===== src/crrm_pkg.sv =====
// ----------------------------------------------------------------------------
// crrm_pkg: shared types for the coalescing range rights map
// Command and status groups passed between controller and datapath.
// ----------------------------------------------------------------------------
package crrm_pkg;

    // controller -> datapath
    typedef struct packed {
        logic load_item;   // capture input beat, reset coverage walk
        logic clr_count;   // clear item: empty the table
        logic idx_clr;     // reset entry index
        logic idx_inc;     // advance entry index
        logic tbl_rd;      // read table entry at index
        logic cov_eval;    // coverage walk step on read entry
        logic bld_init;    // start of rebuild pass
        logic bld_arrive;  // split read entry into pieces
        logic tail_arm;    // arm trailing gap piece
        logic push;        // push one pending piece into coalescer
        logic flush;       // write held span into scratch
        logic copy_rd;     // read scratch at index
        logic copy_wr;     // write table at index
        logic commit;      // new count takes effect
    } crrm_cmd_t;

    // datapath -> controller
    typedef struct packed {
        logic clear_mode;  // item is a clear
        logic empty_range; // start >= end
        logic scan_end;    // index reached entry count
        logic cov_true;    // walk found full coverage
        logic push_more;   // pieces still pending
        logic ovf;         // rebuilt list exceeds table
        logic copy_end;    // index reached rebuilt count
    } crrm_sts_t;

endpackage


===== src/crrm_ctrl.sv =====
// ----------------------------------------------------------------------------
// crrm_ctrl: sequencer for the range rights map
// Steps an add item through coverage scan and, if not covered, rebuild, coalesce and copy-back.
// ----------------------------------------------------------------------------
module crrm_ctrl
    import crrm_pkg::*;
(
    input  logic      clk,
    input  logic      rst_n,
    input  logic      in_beat,
    input  logic      out_free,
    input  crrm_sts_t sts,
    output crrm_cmd_t cmd,
    output logic      idle,
    output logic      res_load,
    output logic      res_cov,
    output logic      res_ovf
);

    localparam logic [3:0] S_IDLE   = 4'd0;
    localparam logic [3:0] S_DECIDE = 4'd1;
    localparam logic [3:0] S_C_RD   = 4'd2;
    localparam logic [3:0] S_C_EV   = 4'd3;
    localparam logic [3:0] S_C_END  = 4'd4;
    localparam logic [3:0] S_B_RD   = 4'd5;
    localparam logic [3:0] S_B_AR   = 4'd6;
    localparam logic [3:0] S_B_PU   = 4'd7;
    localparam logic [3:0] S_B_TAIL = 4'd8;
    localparam logic [3:0] S_B_CHK  = 4'd9;
    localparam logic [3:0] S_K_CHK  = 4'd10;
    localparam logic [3:0] S_K_WR   = 4'd11;
    localparam logic [3:0] S_DONE   = 4'd12;

    logic [3:0] state_reg, state_next;
    logic       cov_reg, cov_next;
    logic       ovf_reg, ovf_next;

    // next state and commands
    always_comb
    begin
        state_next = state_reg;
        cov_next   = cov_reg;
        ovf_next   = ovf_reg;
        cmd        = '0;
        res_load   = 1'b0;
        unique case (state_reg)
            S_IDLE:
            begin
                if (in_beat)
                begin
                    cmd.load_item = 1'b1;
                    state_next    = S_DECIDE;
                end
            end
            S_DECIDE:
            begin
                cov_next = 1'b0;
                ovf_next = 1'b0;
                if (sts.clear_mode)
                begin
                    cmd.clr_count = 1'b1;
                    state_next    = S_DONE;
                end
                else if (sts.empty_range)
                begin
                    cov_next   = 1'b1;
                    state_next = S_DONE;
                end
                else
                begin
                    state_next = S_C_RD;
                end
            end
            S_C_RD:
            begin
                if (sts.scan_end)
                begin
                    state_next = S_C_END;
                end
                else
                begin
                    cmd.tbl_rd = 1'b1;
                    state_next = S_C_EV;
                end
            end
            S_C_EV:
            begin
                cmd.cov_eval = 1'b1;
                cmd.idx_inc  = 1'b1;
                state_next   = S_C_RD;
            end
            S_C_END:
            begin
                if (sts.cov_true)
                begin
                    cov_next   = 1'b1;
                    state_next = S_DONE;
                end
                else
                begin
                    cmd.bld_init = 1'b1;
                    state_next   = S_B_RD;
                end
            end
            S_B_RD:
            begin
                if (sts.scan_end)
                begin
                    cmd.tail_arm = 1'b1;
                    state_next   = S_B_TAIL;
                end
                else
                begin
                    cmd.tbl_rd = 1'b1;
                    state_next = S_B_AR;
                end
            end
            S_B_AR:
            begin
                cmd.bld_arrive = 1'b1;
                cmd.idx_inc    = 1'b1;
                state_next     = S_B_PU;
            end
            S_B_PU:
            begin
                if (sts.push_more)
                begin
                    cmd.push = 1'b1;
                end
                else
                begin
                    state_next = S_B_RD;
                end
            end
            S_B_TAIL:
            begin
                if (sts.push_more)
                begin
                    cmd.push = 1'b1;
                end
                else
                begin
                    cmd.flush  = 1'b1;
                    state_next = S_B_CHK;
                end
            end
            S_B_CHK:
            begin
                if (sts.ovf)
                begin
                    ovf_next   = 1'b1;
                    state_next = S_DONE;
                end
                else
                begin
                    cmd.idx_clr = 1'b1;
                    state_next  = S_K_CHK;
                end
            end
            S_K_CHK:
            begin
                if (sts.copy_end)
                begin
                    cmd.commit = 1'b1;
                    state_next = S_DONE;
                end
                else
                begin
                    cmd.copy_rd = 1'b1;
                    state_next  = S_K_WR;
                end
            end
            S_K_WR:
            begin
                cmd.copy_wr = 1'b1;
                cmd.idx_inc = 1'b1;
                state_next  = S_K_CHK;
            end
            S_DONE:
            begin
                if (out_free)
                begin
                    res_load   = 1'b1;
                    state_next = S_IDLE;
                end
            end
            default:
            begin
                state_next = S_IDLE;
            end
        endcase
    end

    // state registers
    always_ff @(posedge clk or negedge rst_n)
    begin
        if (!rst_n)
        begin
            state_reg <= S_IDLE;
            cov_reg   <= 1'b0;
            ovf_reg   <= 1'b0;
        end
        else
        begin
            state_reg <= state_next;
            cov_reg   <= cov_next;
            ovf_reg   <= ovf_next;
        end
    end

    assign idle    = (state_reg == S_IDLE);
    assign res_cov = cov_reg;
    assign res_ovf = ovf_reg;

endmodule


===== config.mk =====
export PLATFORM = sky130hd
export DESIGN_NAME = crrm_ctrl
export DESIGN_NICKNAME = d
export VERILOG_FILES = /design/src/crrm_pkg.sv /design/src/crrm_ctrl.sv
export SDC_FILE = /design/constraint.sdc
export NUM_CORES = 1
export LEC_CHECK = 0
export BUFFER_PORTS_ARGS = -buffer_cell sky130_fd_sc_hd__buf_2
export CAP_MARGIN = 0
export CORE_ASPECT_RATIO = 1.1
export CORE_MARGIN = 5
export CORE_UTILIZATION = 35
export CTS_CLUSTER_DIAMETER = 50
export DETAILED_ROUTE_END_ITERATION = 6
export PLACE_DENSITY_LB_ADDON = 0.05
export SETUP_SLACK_MARGIN = 0.02
export SLEW_MARGIN = 20
export SYNTH_ARGS = -nofsm -noshare
export SYNTH_HDL_FRONTEND = slang
export SYNTH_SLANG_ARGS = --single-unit

===== constraint.sdc =====
create_clock -name clk -period 1.91 [get_ports clk]
set_input_delay 0.0955 -clock clk [delete_from_list [all_inputs] [get_ports clk]]
set_output_delay 0.0955 -clock clk [all_outputs]
set_load 0.05 [all_outputs]

==> summary.md, run 1 <==
| Metric | Value |
|---|---|
| Leakage dissipation | `0.432 nW` |
| Drt via density | `5.18` |
| Full die area | `0.00305 mm2` |
| CTS tree | `done` |
| Sequential area share after synthesis | `21.0%` |
| Core area | `0.00198 mm2` |
| Via count | `766` |
| Post-DP HPWL | `1.46 mm` |
| Initial antenna violation count | `0` |
| VDD IR max | `0.766 mV` |
| Post-Syn Nets | `103` |
| IO Count | `29` |
| Total Routing Usage GR | `14.5%` |
| Maximum clock path buffer count | `2` |
| GP Congestion | `0.759` |
| Final Util | `45.7%` |
| Worst setup path class | `flop to output port` |
| FF-to-FF setup slack | `340 ps` |
| Total congestion overflow | `0` |
| Non-filler instance count after layout | `148` |
| Outcome | `completed` |
| Post-Route WL | `1.91 mm` |
| Port bufs | `28` |
| Die width | `53.1 um` |
| Worst EP arrival | `1640 ps` |
| Achievable Freq | `578 MHz` |
| Layout cells sized above 1 | `40.8%` |
| Max_cap viols | `0` |
| Ant diodes | `0` |
| Avg Cell Area, Syn | `7.78 um2` |
| Post-route minimum period | `1730 ps` |
| Drt first-iter violations | `7` |
| Ys Warns | `0` |
| Final Hold Fails | `0` |
| Crit end category | `output port` |
| Total Power | `1.60 mW` |
| Hold Startpoint | `sts[5]` |
| #FFs+latches synth | `6` |
| Final setup TNS | `0 ps` |
| Clock-pin slew on the worst setup and hold paths | `40 ps` |
| # Post-CTS Setup Buffers | `0` |
| Layout Nets | `133` |
| WL/cell | `12.9 um` |
| Mapped cell area | `716 um2` |
| Synth-to-layout area growth | `26.4%` |
| Largest net degree at the start of global routing | `19` |
| Unrepaired setup endpoints after global routing | `false` |
| Max reg flops | `4` |
| Row cnt | `17` |
| Yosys cell types | `36` |
| CP startpoint kind | `flop` |
| Die H | `57.4 um` |
| Worst r2r src | `state_reg[0]` |
| Clk_skew | `0.109 ps` |
| Reg2Reg Depth | `4` |
| Number of fill cells | `233` |
| Starting density of the core | `36.2%` |
| CTS buffer count | `3` |
| Max-slew violations | `0` |
| RR Endpoint | `state_reg[1]` |
| Clock latency on the worst-skew pair | `240 ps` |
| Dpl cells | `144` |
| Worst hold path endpoint | `res_cov` |
| First-pass GRT wire length | `3.36 mm` |
| Worst Hold Depth | `3` |
| 1st-pass router iterations | `4` |
| Post-DRT Antenna Nets | `0` |
| Fin crit share | `90.6%` |
| Worst-margin pin slew | `345 ps` |
| Worst rel slew slack | `76.9%` |
| Vias in the first global route | `738` |
| Drc violations | `0` |
| Hold Crit Class | `primary input to flop` |
| PwrDens | `1770 mW/mm2` |
| Mapped Cells | `92` |
| Setup-failing EPs final | `0` |
| Worst path required time | `1810 ps` |
| H-tree depth | `1` |
| Worst-path fanout max | `16` |
| Root buffer cell | `clkbuf_4` |
| TritonCTS sink count | `6` |
## metrics by stage
step | hold slack [ps] | instance area, um2 | setup WS [ps]
final | 137 | 905 | 179
after global placement | -76.3 | 868 | 228
after global routing | 172 | 905 | 45.1
after floorplan | -200 | 736 | -481
after detailed placement | -75.2 | 868 | 242
after CTS | 127 | 902 | 63.2
## cell families after synthesis
group	after synthesis	share of synthesized area, %
simple gates	47	41.8
compound gates	26	23.6
buf+inv	12	12.2
flops	6	21.0
mux	1	1.40
## layer usage
layer	vias to the layer above	share of wire [%]	global-route usage (%)
met5	-	0	0
met4	0	0	4.38
met3	0	5.5	3.92
met2	20	47	22.7
met1	358	47	19.2
li1	388	-	-
## critical path, cell delays in order (launching register included)
cell      delay [ps]
dfrtp_1          470
buf_4            230
nand2b_1         180
mux2i_1          130
and2_1           130
buf_2            250
## how the worst max path moves through the flow
| stage | slack [ps] | cells after the start | from | end |
|---|---|---|---|---|
| 3_5_place_dp | 240 | 4 | state_reg[1] | state_reg[1] |
| 4_1_cts | 60 | 4 | state_reg[1] | cmd[13] |
| 3_3_place_gp | 230 | 4 | state_reg[1] | state_reg[1] |
| 2_1_floorplan | -480 | 3 | state_reg[1] | cmd[11] |
| 6_report | 180 | 5 | state_reg[3] | cmd[10] |
| 5_1_grt | 50 | 5 | state_reg[3] | cmd[10] |
## cell usage in the layout (no fill, tap or decap), drive strengths merged, types with 4 or more instances in the layout
cell type   n
nor2        7
nand2       7
a21oi       8
buf        32
nor3        6
o21ai       9
nor2b       5
and2        4
dfrtp       6
inv         4
## report_power, final
group / internal [mW] / leakage (nW) / switching (mW)
logic: 0.392 / 0.349 / 0.714
registers: 0.198 / 0.0692 / 0.183
clock network: 0.0710 / 0.0138 / 0.0448
total: 0.662 / 0.432 / 0.942
## Yosys cell counts, drive strengths merged
library cell  count  area [um2]
buf               8        72.6
nor3              6        30.0
a311oi            1        8.76
nand2b            3        18.8
dfrtp             6         150
a21oi             8        40.0
nand3             1        5.00
nand2             7        26.3
and3              1        6.26
o21ai             9        52.6
mux2i             1        10.0
a21boi            1        7.51
nor2b             5        31.3
o32ai             1        8.76
inv               4        15.0
nor2              7        26.3
and3b             3        26.3
nor4              3        25.0
o22a              1        8.76
or3               1        6.26
and4b             1        10.0
nor3b             2        15.0
a21o              2        15.0
o31a              1        8.76
nor4b             2        38.8
a31oi             2        18.8
and2              4        25.0
and4              1        8.76
## layout make-up
cell class | instances | area [um2] | area share [%]
flip-flops and latches | 6 | 154 | 17.0
multi-input cells | 74 | 498 | 55.0
well taps | 28 | 35.0 | 3.87
clock buffers | 3 | 22.5 | 2.49
inverters | 4 | 15.0 | 1.66
repair buffers | 33 | 180 | 19.9
## timing repair
item / in CTS / in global routing
resized for setup: 1 / 2
endpoints found under the setup margin: 1 / 7
gates cloned: 0 / 0
hold buffers: 1 / 0
endpoints found under the hold margin: 6 / 0
No activity file was read; power rests on OpenSTA's default activity.
==> inputs of run 2 (changes only) <==
--- a/config.mk
+++ b/config.mk
@@ -5,6 +5,7 @@
 export SDC_FILE = /design/constraint.sdc
 export NUM_CORES = 1
 export LEC_CHECK = 0
+export ABC_AREA = 1
 export BUFFER_PORTS_ARGS = -buffer_cell sky130_fd_sc_hd__buf_2
 export CAP_MARGIN = 0
 export CORE_ASPECT_RATIO = 1.1
@@ -12,7 +13,7 @@
 export CORE_UTILIZATION = 35
 export CTS_CLUSTER_DIAMETER = 50
 export DETAILED_ROUTE_END_ITERATION = 6
-export PLACE_DENSITY_LB_ADDON = 0.05
+export PLACE_DENSITY = 0.63
 export SETUP_SLACK_MARGIN = 0.02
 export SLEW_MARGIN = 20
 export SYNTH_ARGS = -nofsm -noshare
==> summary.md, run 2 <==
| Metric | Value |
|---|---|
| CTS buffer count | `3 (unchanged)` |
| Post-DRT Antenna Nets | `0 (unchanged)` |
| Max-slew violations | `0 (unchanged)` |
| Primary FF master, synth | `dfrtp_1` |
| Post-DP HPWL | `1.52 mm (+3.8%)` |
| Mapped cell area | `636 um2 (-11%)` |
| Dominant cells by area after synthesis | `dfrtp_1 (24%), nand2_1 (17%), inv_1 (12%)` |
| 1st-pass router iterations | `4 (unchanged)` |
| Maximum clock path buffer count | `2 (unchanged)` |
| Worst path required time | `1810 ps (about the same)` |
| Total Routing Usage GR | `13.9% (-0.65 points)` |
| Cell Chain, Critical Path | `nor2_2 > nand3_1 > inv_1 > nor2_1 > inv_1 > buf_2` |
| Clock-pin slew on the worst setup and hold paths | `40 ps (about the same)` |
| Register share of total power | `21.7% (-2.1 points)` |
| Port bufs | `28 (unchanged)` |
| Crit end category | `output port` |
| Initial antenna violation count | `0 (unchanged)` |
| Synth-to-layout area growth | `28.5%` |
| # Post-CTS Setup Buffers | `0 (unchanged)` |
| Worst path max stage delay | `530 ps (+60 ps)` |
| Setup-failing EPs final | `0 (unchanged)` |
| Final setup TNS | `0 ps (unchanged)` |
| Drt first-iter violations | `16 (+9)` |
| GP Congestion | `0.883 (+16%)` |
| WL/cell | `11.2 um (-13%)` |
| Layout Nets | `151 (+14%)` |
| Post-Syn Nets | `119 (+16%)` |
| Top-count cell post-synth | `nand2_1` |
| TritonCTS sink count | `6 (unchanged)` |
| Synth top area share | `23.6% (+2.6 points)` |
| #FFs+latches synth | `6 (unchanged)` |
| Worst rel slew slack | `70.3% (-6.6 points)` |
| CTS tree | `done` |
| Synth Area in Adders | `0% (unchanged)` |
| Clk_skew | `2.30 ps (+2.19 ps)` |
| Full die area | `0.00277 mm2 (-9.2%)` |
| Max_cap viols | `0 (unchanged)` |
| Hold Crit Class | `primary input to flop` |
| Switching Fraction | `63.1% (+4.3 points)` |
| Post-synth EDFFs | `0 (unchanged)` |
| Post-Synth XOR/XNOR Area | `0% (unchanged)` |
| Final Hold Fails | `0 (unchanged)` |
| Leakage dissipation | `0.569 nW (+32%)` |
| Avg Cell Area, Syn | `5.89 um2 (-24%)` |
| Area occupied by multi-input gates | `374 um2 (-25%)` |
| Post-synthesis mux area share | `0% (-1.4 points)` |
| Largest net degree at the start of global routing | `10 (-9)` |
| CP startpoint kind | `flop` |
| Mapped Cells | `108 (+17%)` |
| Worst setup path class | `flop to output port` |
| Yosys cell types | `20 (-44%)` |
| Met1 usage | `15.8% (-3.4 points)` |
| Worst-path fanout max | `9 (-7)` |
| Ys Warns | `0 (unchanged)` |
| Drt via density | `4.96 (-4.1%)` |
| Largest family of logic cells by synthesized area | `simple AND/OR/NAND/NOR gates` |
| Post-route minimum period | `1720 ps (-10.5 ps)` |
| Outcome | `completed` |
| Top cells by count, synth | `nand2_1 (28), inv_1 (21), nand3_1 (11), nor2_1 (11), dfrtp_1 (6)` |
| Worst EP arrival | `1620 ps (-20 ps)` |
| Ant diodes | `0 (unchanged)` |
| CP bufs+invs | `3 (+1)` |
| Post-Route WL | `1.75 mm (-8.5%)` |
| CP dominant cell by count | `inv_1` |
| VDD IR max | `0.641 mV (-16%)` |
| Reg area | `150 um2 (-2.4%)` |
| Vias in the first global route | `726 (-1.6%)` |
| Die width | `50.6 um (-4.7%)` |
| Commonest cells after routing, fill and taps aside | `nand2_1 (28), buf_2 (28), inv_1 (21), nor2_1 (11), nand3_1 (11)` |
| Routing usage on met3 | `5.18% (+1.3 points)` |
| Drc violations | `0 (unchanged)` |
| Fin crit share | `90.1% (-0.55 points)` |
| Total congestion overflow | `0 (unchanged)` |
| Worst-margin pin slew | `445 ps (+99.7 ps)` |
| Combinational share of power | `70.3% (+1.3 points)` |
| Layout cells sized above 1 | `34.1% (-6.8 points)` |
| Die H | `54.7 um (-4.8%)` |
| CP max-delay cell | `dfrtp_1` |
| CP delay by family, top | `flip-flops` |
| Number of fill cells | `209 (-10%)` |
| Achievable Freq | `581 MHz (+0.61%)` |
| Root buffer cell | `clkbuf_4` |
| Synth area leader | `dfrtp_1` |
| Sw Pwr | `881 uW (-6.4%)` |
| First-pass GRT wire length | `2.97 mm (-12%)` |
| Area fraction in and, or, nand and nor cells after synthesis | `54.1% (+12 points)` |
| Starting density of the core | `36.1% (-0.10 points)` |
| Clock latency on the worst-skew pair | `240 ps (about the same)` |
| Core area | `0.00176 mm2 (-11%)` |
| Most Crowded Layer GR | `met2` |
| Internal power | `516 uW (-22%)` |
| Max reg flops | `4 (unchanged)` |
| H-tree depth | `1 (unchanged)` |
| Row cnt | `16 (-1)` |
| Compound-cell area share of the yosys netlist | `3.94% (-20 points)` |
| Clock power frac | `8.0% (+0.8 points)` |
| IO Count | `29 (unchanged)` |
| Sequential area share after synthesis | `23.6% (+2.6 points)` |
| PwrDens | `1710 mW/mm2 (-3.5%)` |
| Final Util | `46.4% (+0.65 points)` |
| Via count | `774 (+1.0%)` |
| Ys async rst share | `100% (unchanged)` |
| Unrepaired setup endpoints after global routing | `false` |
| M2 GR Usage | `24.8% (+2.1 points)` |
-- run 2: cell types whose count changed after synthesis, moves of 5 or more --
| cell | delta |
|---|---|
| nand2_1 | +21 |
| inv_1 | +18 |
| nand3_1 | +10 |
| a21oi_1 | -7 |
| nand4_1 | +5 |
| nor2b_1 | -5 |
-- run 2: power by group through the flow --
stage	Clock, mW	Sequential [mW]	Combinational (mW)
global route	0.129	0.310	1.09
global placement	0	0.300	0.985
detailed placement	0	0.301	0.990
finish	0.112	0.303	0.982
CTS	0.119	0.300	0.993
floorplan	0	0.295	0.810
-- run 2: through the flow --
step	setup WS [ps]	area [um2]	total power, mW	hold slack, ps	cells
3_3_place_gp	492	785	1.28	-78.7	152
6_report	190	817	1.40	160	156
5_1_grt	66.2	817	1.53	159	156
3_5_place_dp	462	785	1.29	-70.5	152
4_1_cts	201	817	1.41	157	156
2_1_floorplan	65.0	641	1.10	-200	108
-- run 2: final cells by class --
class                   instances  area share, %
clock buffers                   3           2.76
flip-flops and latches          6           18.4
inverters                      26           11.9
well taps                      18           2.76
repair buffers                 29           18.4
multi-input cells              74           45.8
-- run 2: cells by family after synthesis --
kind of cell / Yosys count
AO/OA/AOI/OAI: 4
AND/OR/NAND/NOR: 70
buffers and inverters: 28
flip-flops: 6
-- run 2: final timing paths --
check	from	endpoint	slack, ps	cells past startpoint
worst max-delay path	state_reg[2]	cmd[9]	190	6
worst min-delay path	sts[1]	res_ovf	160	3
worst max register to register	state_reg[2]	state_reg[1]	560	5
worst min register to register	res_ovf	res_ovf	460	2
max in group asynchronous	rst_n	state_reg[1]	1550	2
min in group asynchronous	rst_n	state_reg[3]	220	2
-- run 2: timing repair --
item / 4_1_cts / 5_1_grt
resized for setup: 0 / 0
endpoints found under the hold margin: 6 / 0
hold buffers: 1 / 0
-- run 2: worst reg2reg max path: cells and delay by family, from the launching register on --
kind,cells,cell delay [ps]
flops,1,610
buf+inv,1,50
simple gates,4,550
-- run 2: metal layers --
| metal | vias to the layer above | routed length [um] |
|---|---|---|
| met5 | - | 0 |
| met4 | 0 | 15 |
| met3 | 2 | 178 |
| met2 | 39 | 832 |
| met1 | 340 | 721 |
| li1 | 393 | - |
==> inputs of run 3 (changes only) <==
--- a/config.mk
+++ b/config.mk
@@ -8,12 +8,13 @@
 export ABC_AREA = 1
 export BUFFER_PORTS_ARGS = -buffer_cell sky130_fd_sc_hd__buf_2
 export CAP_MARGIN = 0
-export CORE_ASPECT_RATIO = 1.1
 export CORE_MARGIN = 5
-export CORE_UTILIZATION = 35
+export CORE_UTILIZATION = 47
+export CTS_BUF_LIST = sky130_fd_sc_hd__clkbuf_2 sky130_fd_sc_hd__clkbuf_4 sky130_fd_sc_hd__clkbuf_8
 export CTS_CLUSTER_DIAMETER = 50
 export DETAILED_ROUTE_END_ITERATION = 6
-export PLACE_DENSITY = 0.63
+export PLACE_DENSITY = 0.8
+export REMOVE_ABC_BUFFERS = 1
 export SETUP_SLACK_MARGIN = 0.02
 export SLEW_MARGIN = 20
 export SYNTH_ARGS = -nofsm -noshare
==> summary.md, run 3 (synthesis results as in run 2) <==
| Metric | Value |
|---|---|
| Outcome | `completed` |
| Total Routing Usage GR | `17.2% (+3.4 points)` |
| Drc violations | `0 (unchanged)` |
| Clk_skew | `0.209 ps (-2.09 ps)` |
| Post-route minimum period | `1660 ps (-62.8 ps)` |
| Achievable Freq | `603 MHz (+3.8%)` |
| Hold Crit Class | `primary input to flop` |
| Worst path required time | `1810 ps (about the same)` |
| Ant diodes | `0 (unchanged)` |
| Clock latency on the worst-skew pair | `240 ps (about the same)` |
| Vias in the first global route | `672 (-7.4%)` |
| Core area | `0.00128 mm2 (-27%)` |
| Via count | `764 (-1.3%)` |
| Worst EP arrival | `1560 ps (-60 ps)` |
| Final setup TNS | `0 ps (unchanged)` |
| 1st-pass router iterations | `4 (unchanged)` |
| Row cnt | `13 (-3)` |
| Synth-to-layout area growth | `27.4%` |
| Clock-pin slew on the worst setup and hold paths | `40 ps (about the same)` |
| Total congestion overflow | `0 (unchanged)` |
| Initial antenna violation count | `0 (unchanged)` |
| Hold Slack | `145 ps (-14.3 ps)` |
| Die width | `46.8 um (-7.6%)` |
| # Post-CTS Setup Buffers | `0 (unchanged)` |
| Max_cap viols | `0 (unchanged)` |
| Full die area | `0.00219 mm2 (-21%)` |
| Drt via density | `4.99 (+0.64%)` |
| Root buffer cell | `clkbuf_4` |
| First-pass GRT wire length | `2.66 mm (-10%)` |
| Unrepaired setup endpoints after global routing | `false` |
| Die H | `46.8 um (-14%)` |
| TritonCTS sink count | `6 (unchanged)` |
| Worst-margin pin slew | `338 ps (-107 ps)` |
| Post-DRT Antenna Nets | `0 (unchanged)` |
| Worst rel slew slack | `77.5% (+7.1 points)` |
| Setup-failing EPs final | `0 (unchanged)` |
| Drt first-iter violations | `13 (-3)` |
| Largest net degree at the start of global routing | `10 (unchanged)` |
| Number of fill cells | `138 (-34%)` |
| Worst setup path class | `flop to output port` |
| Max reg flops | `4 (unchanged)` |
| Layout Nets | `151 (unchanged)` |
| Worst-path fanout max | `9 (unchanged)` |
| Leakage dissipation | `0.567 nW (-0.40%)` |
| VDD IR max | `0.897 mV (+40%)` |
| GP Congestion | `0.918 (+3.9%)` |
| IO Count | `29 (unchanged)` |
| Post-DP HPWL | `1.36 mm (-10%)` |
| CTS tree | `done` |
| Fin crit share | `86.8% (-3.3 points)` |
| Crit end category | `output port` |
| Starting density of the core | `49.5% (+13 points)` |
| H-tree depth | `1 (unchanged)` |
| Final Hold Fails | `0 (unchanged)` |
| Commonest cells after routing, fill and taps aside | `nand2_1 (28), buf_2 (28), inv_1 (21), nor2_1 (11), nand3_1 (11)` |
| Port bufs | `28 (unchanged)` |
| CTS buffer count | `3 (unchanged)` |
| Max-slew violations | `0 (unchanged)` |
| PwrDens | `1720 mW/mm2 (+0.60%)` |
| Maximum clock path buffer count | `2 (unchanged)` |
| WL/cell | `10.5 um (-6.1%)` |
| Layout cells sized above 1 | `34.1% (unchanged)` |
| Post-Route WL | `1.61 mm (-7.9%)` |
| CP startpoint kind | `flop` |
run 3: through the flow:
stage | std cells | setup WS [ps] | power, mW | util [%] | instance area (um2)
after floorplan | 106 | -53.2 | 1.06 | - | 617
after global placement | 149 | 490 | 1.27 | 60.4 | 776
after detailed placement | 149 | 455 | 1.28 | 60.4 | 776
after CTS | 153 | 189 | 1.40 | 62.9 | 808
after global routing | 153 | 70.3 | 1.52 | 63.0 | 810
final | 153 | 253 | 1.39 | 63.0 | 810
run 3: final timing paths:
| check | startpoint | to | slack (ps) | cells after the start |
|---|---|---|---|---|
| max | state_reg[2] | cmd[9] | 250 | 6 |
| min | sts[1] | res_ovf | 150 | 3 |
| max reg2reg | state_reg[0] | state_reg[0] | 610 | 7 |
| min reg2reg | res_ovf | res_ovf | 470 | 2 |
| max in group asynchronous | rst_n | state_reg[2] | 1560 | 2 |
| min in group asynchronous | rst_n | state_reg[1] | 200 | 2 |
run 3: final cells by class:
| type | count | area [um2] | share of cell area, % |
|---|---|---|---|
| clock buffers | 3 | 22.5 | 2.78 |
| inverters | 26 | 97.6 | 12.1 |
| multi-input cells | 74 | 369 | 45.6 |
| flip-flops and latches | 6 | 151 | 18.7 |
| well taps | 15 | 18.8 | 2.32 |
| repair buffers | 29 | 150 | 18.5 |
run 3: timing repair:
action / CTS / global route
hold buffers: 1 / 0
endpoints found under the setup margin: 0 / 1
endpoints found under the hold margin: 6 / 0
gates resized for setup: 0 / 1
run 3: critical path, stage by stage (launching register included):
cell	delay, ps
dfrtp_2	490
nor2_2	270
nand3_1	140
inv_1	70
nor2_1	60
inv_1	50
buf_2	250
run 3: power by group:
group	switching [mW]	internal, mW
combinational	0.728	0.257
sequential	0.109	0.189
clock	0.0389	0.0706
total	0.876	0.517
run 3: per-layer routing:
metal | routed length, um | GRT usage (%) | part of all wire [%]
met3 | 74 | 2.30 | 4.6
met2 | 842 | 28.7 | 52
met1 | 660 | 20.5 | 41
met5 | 0 | 0 | 0
met4 | 32 | 11.6 | 2.0
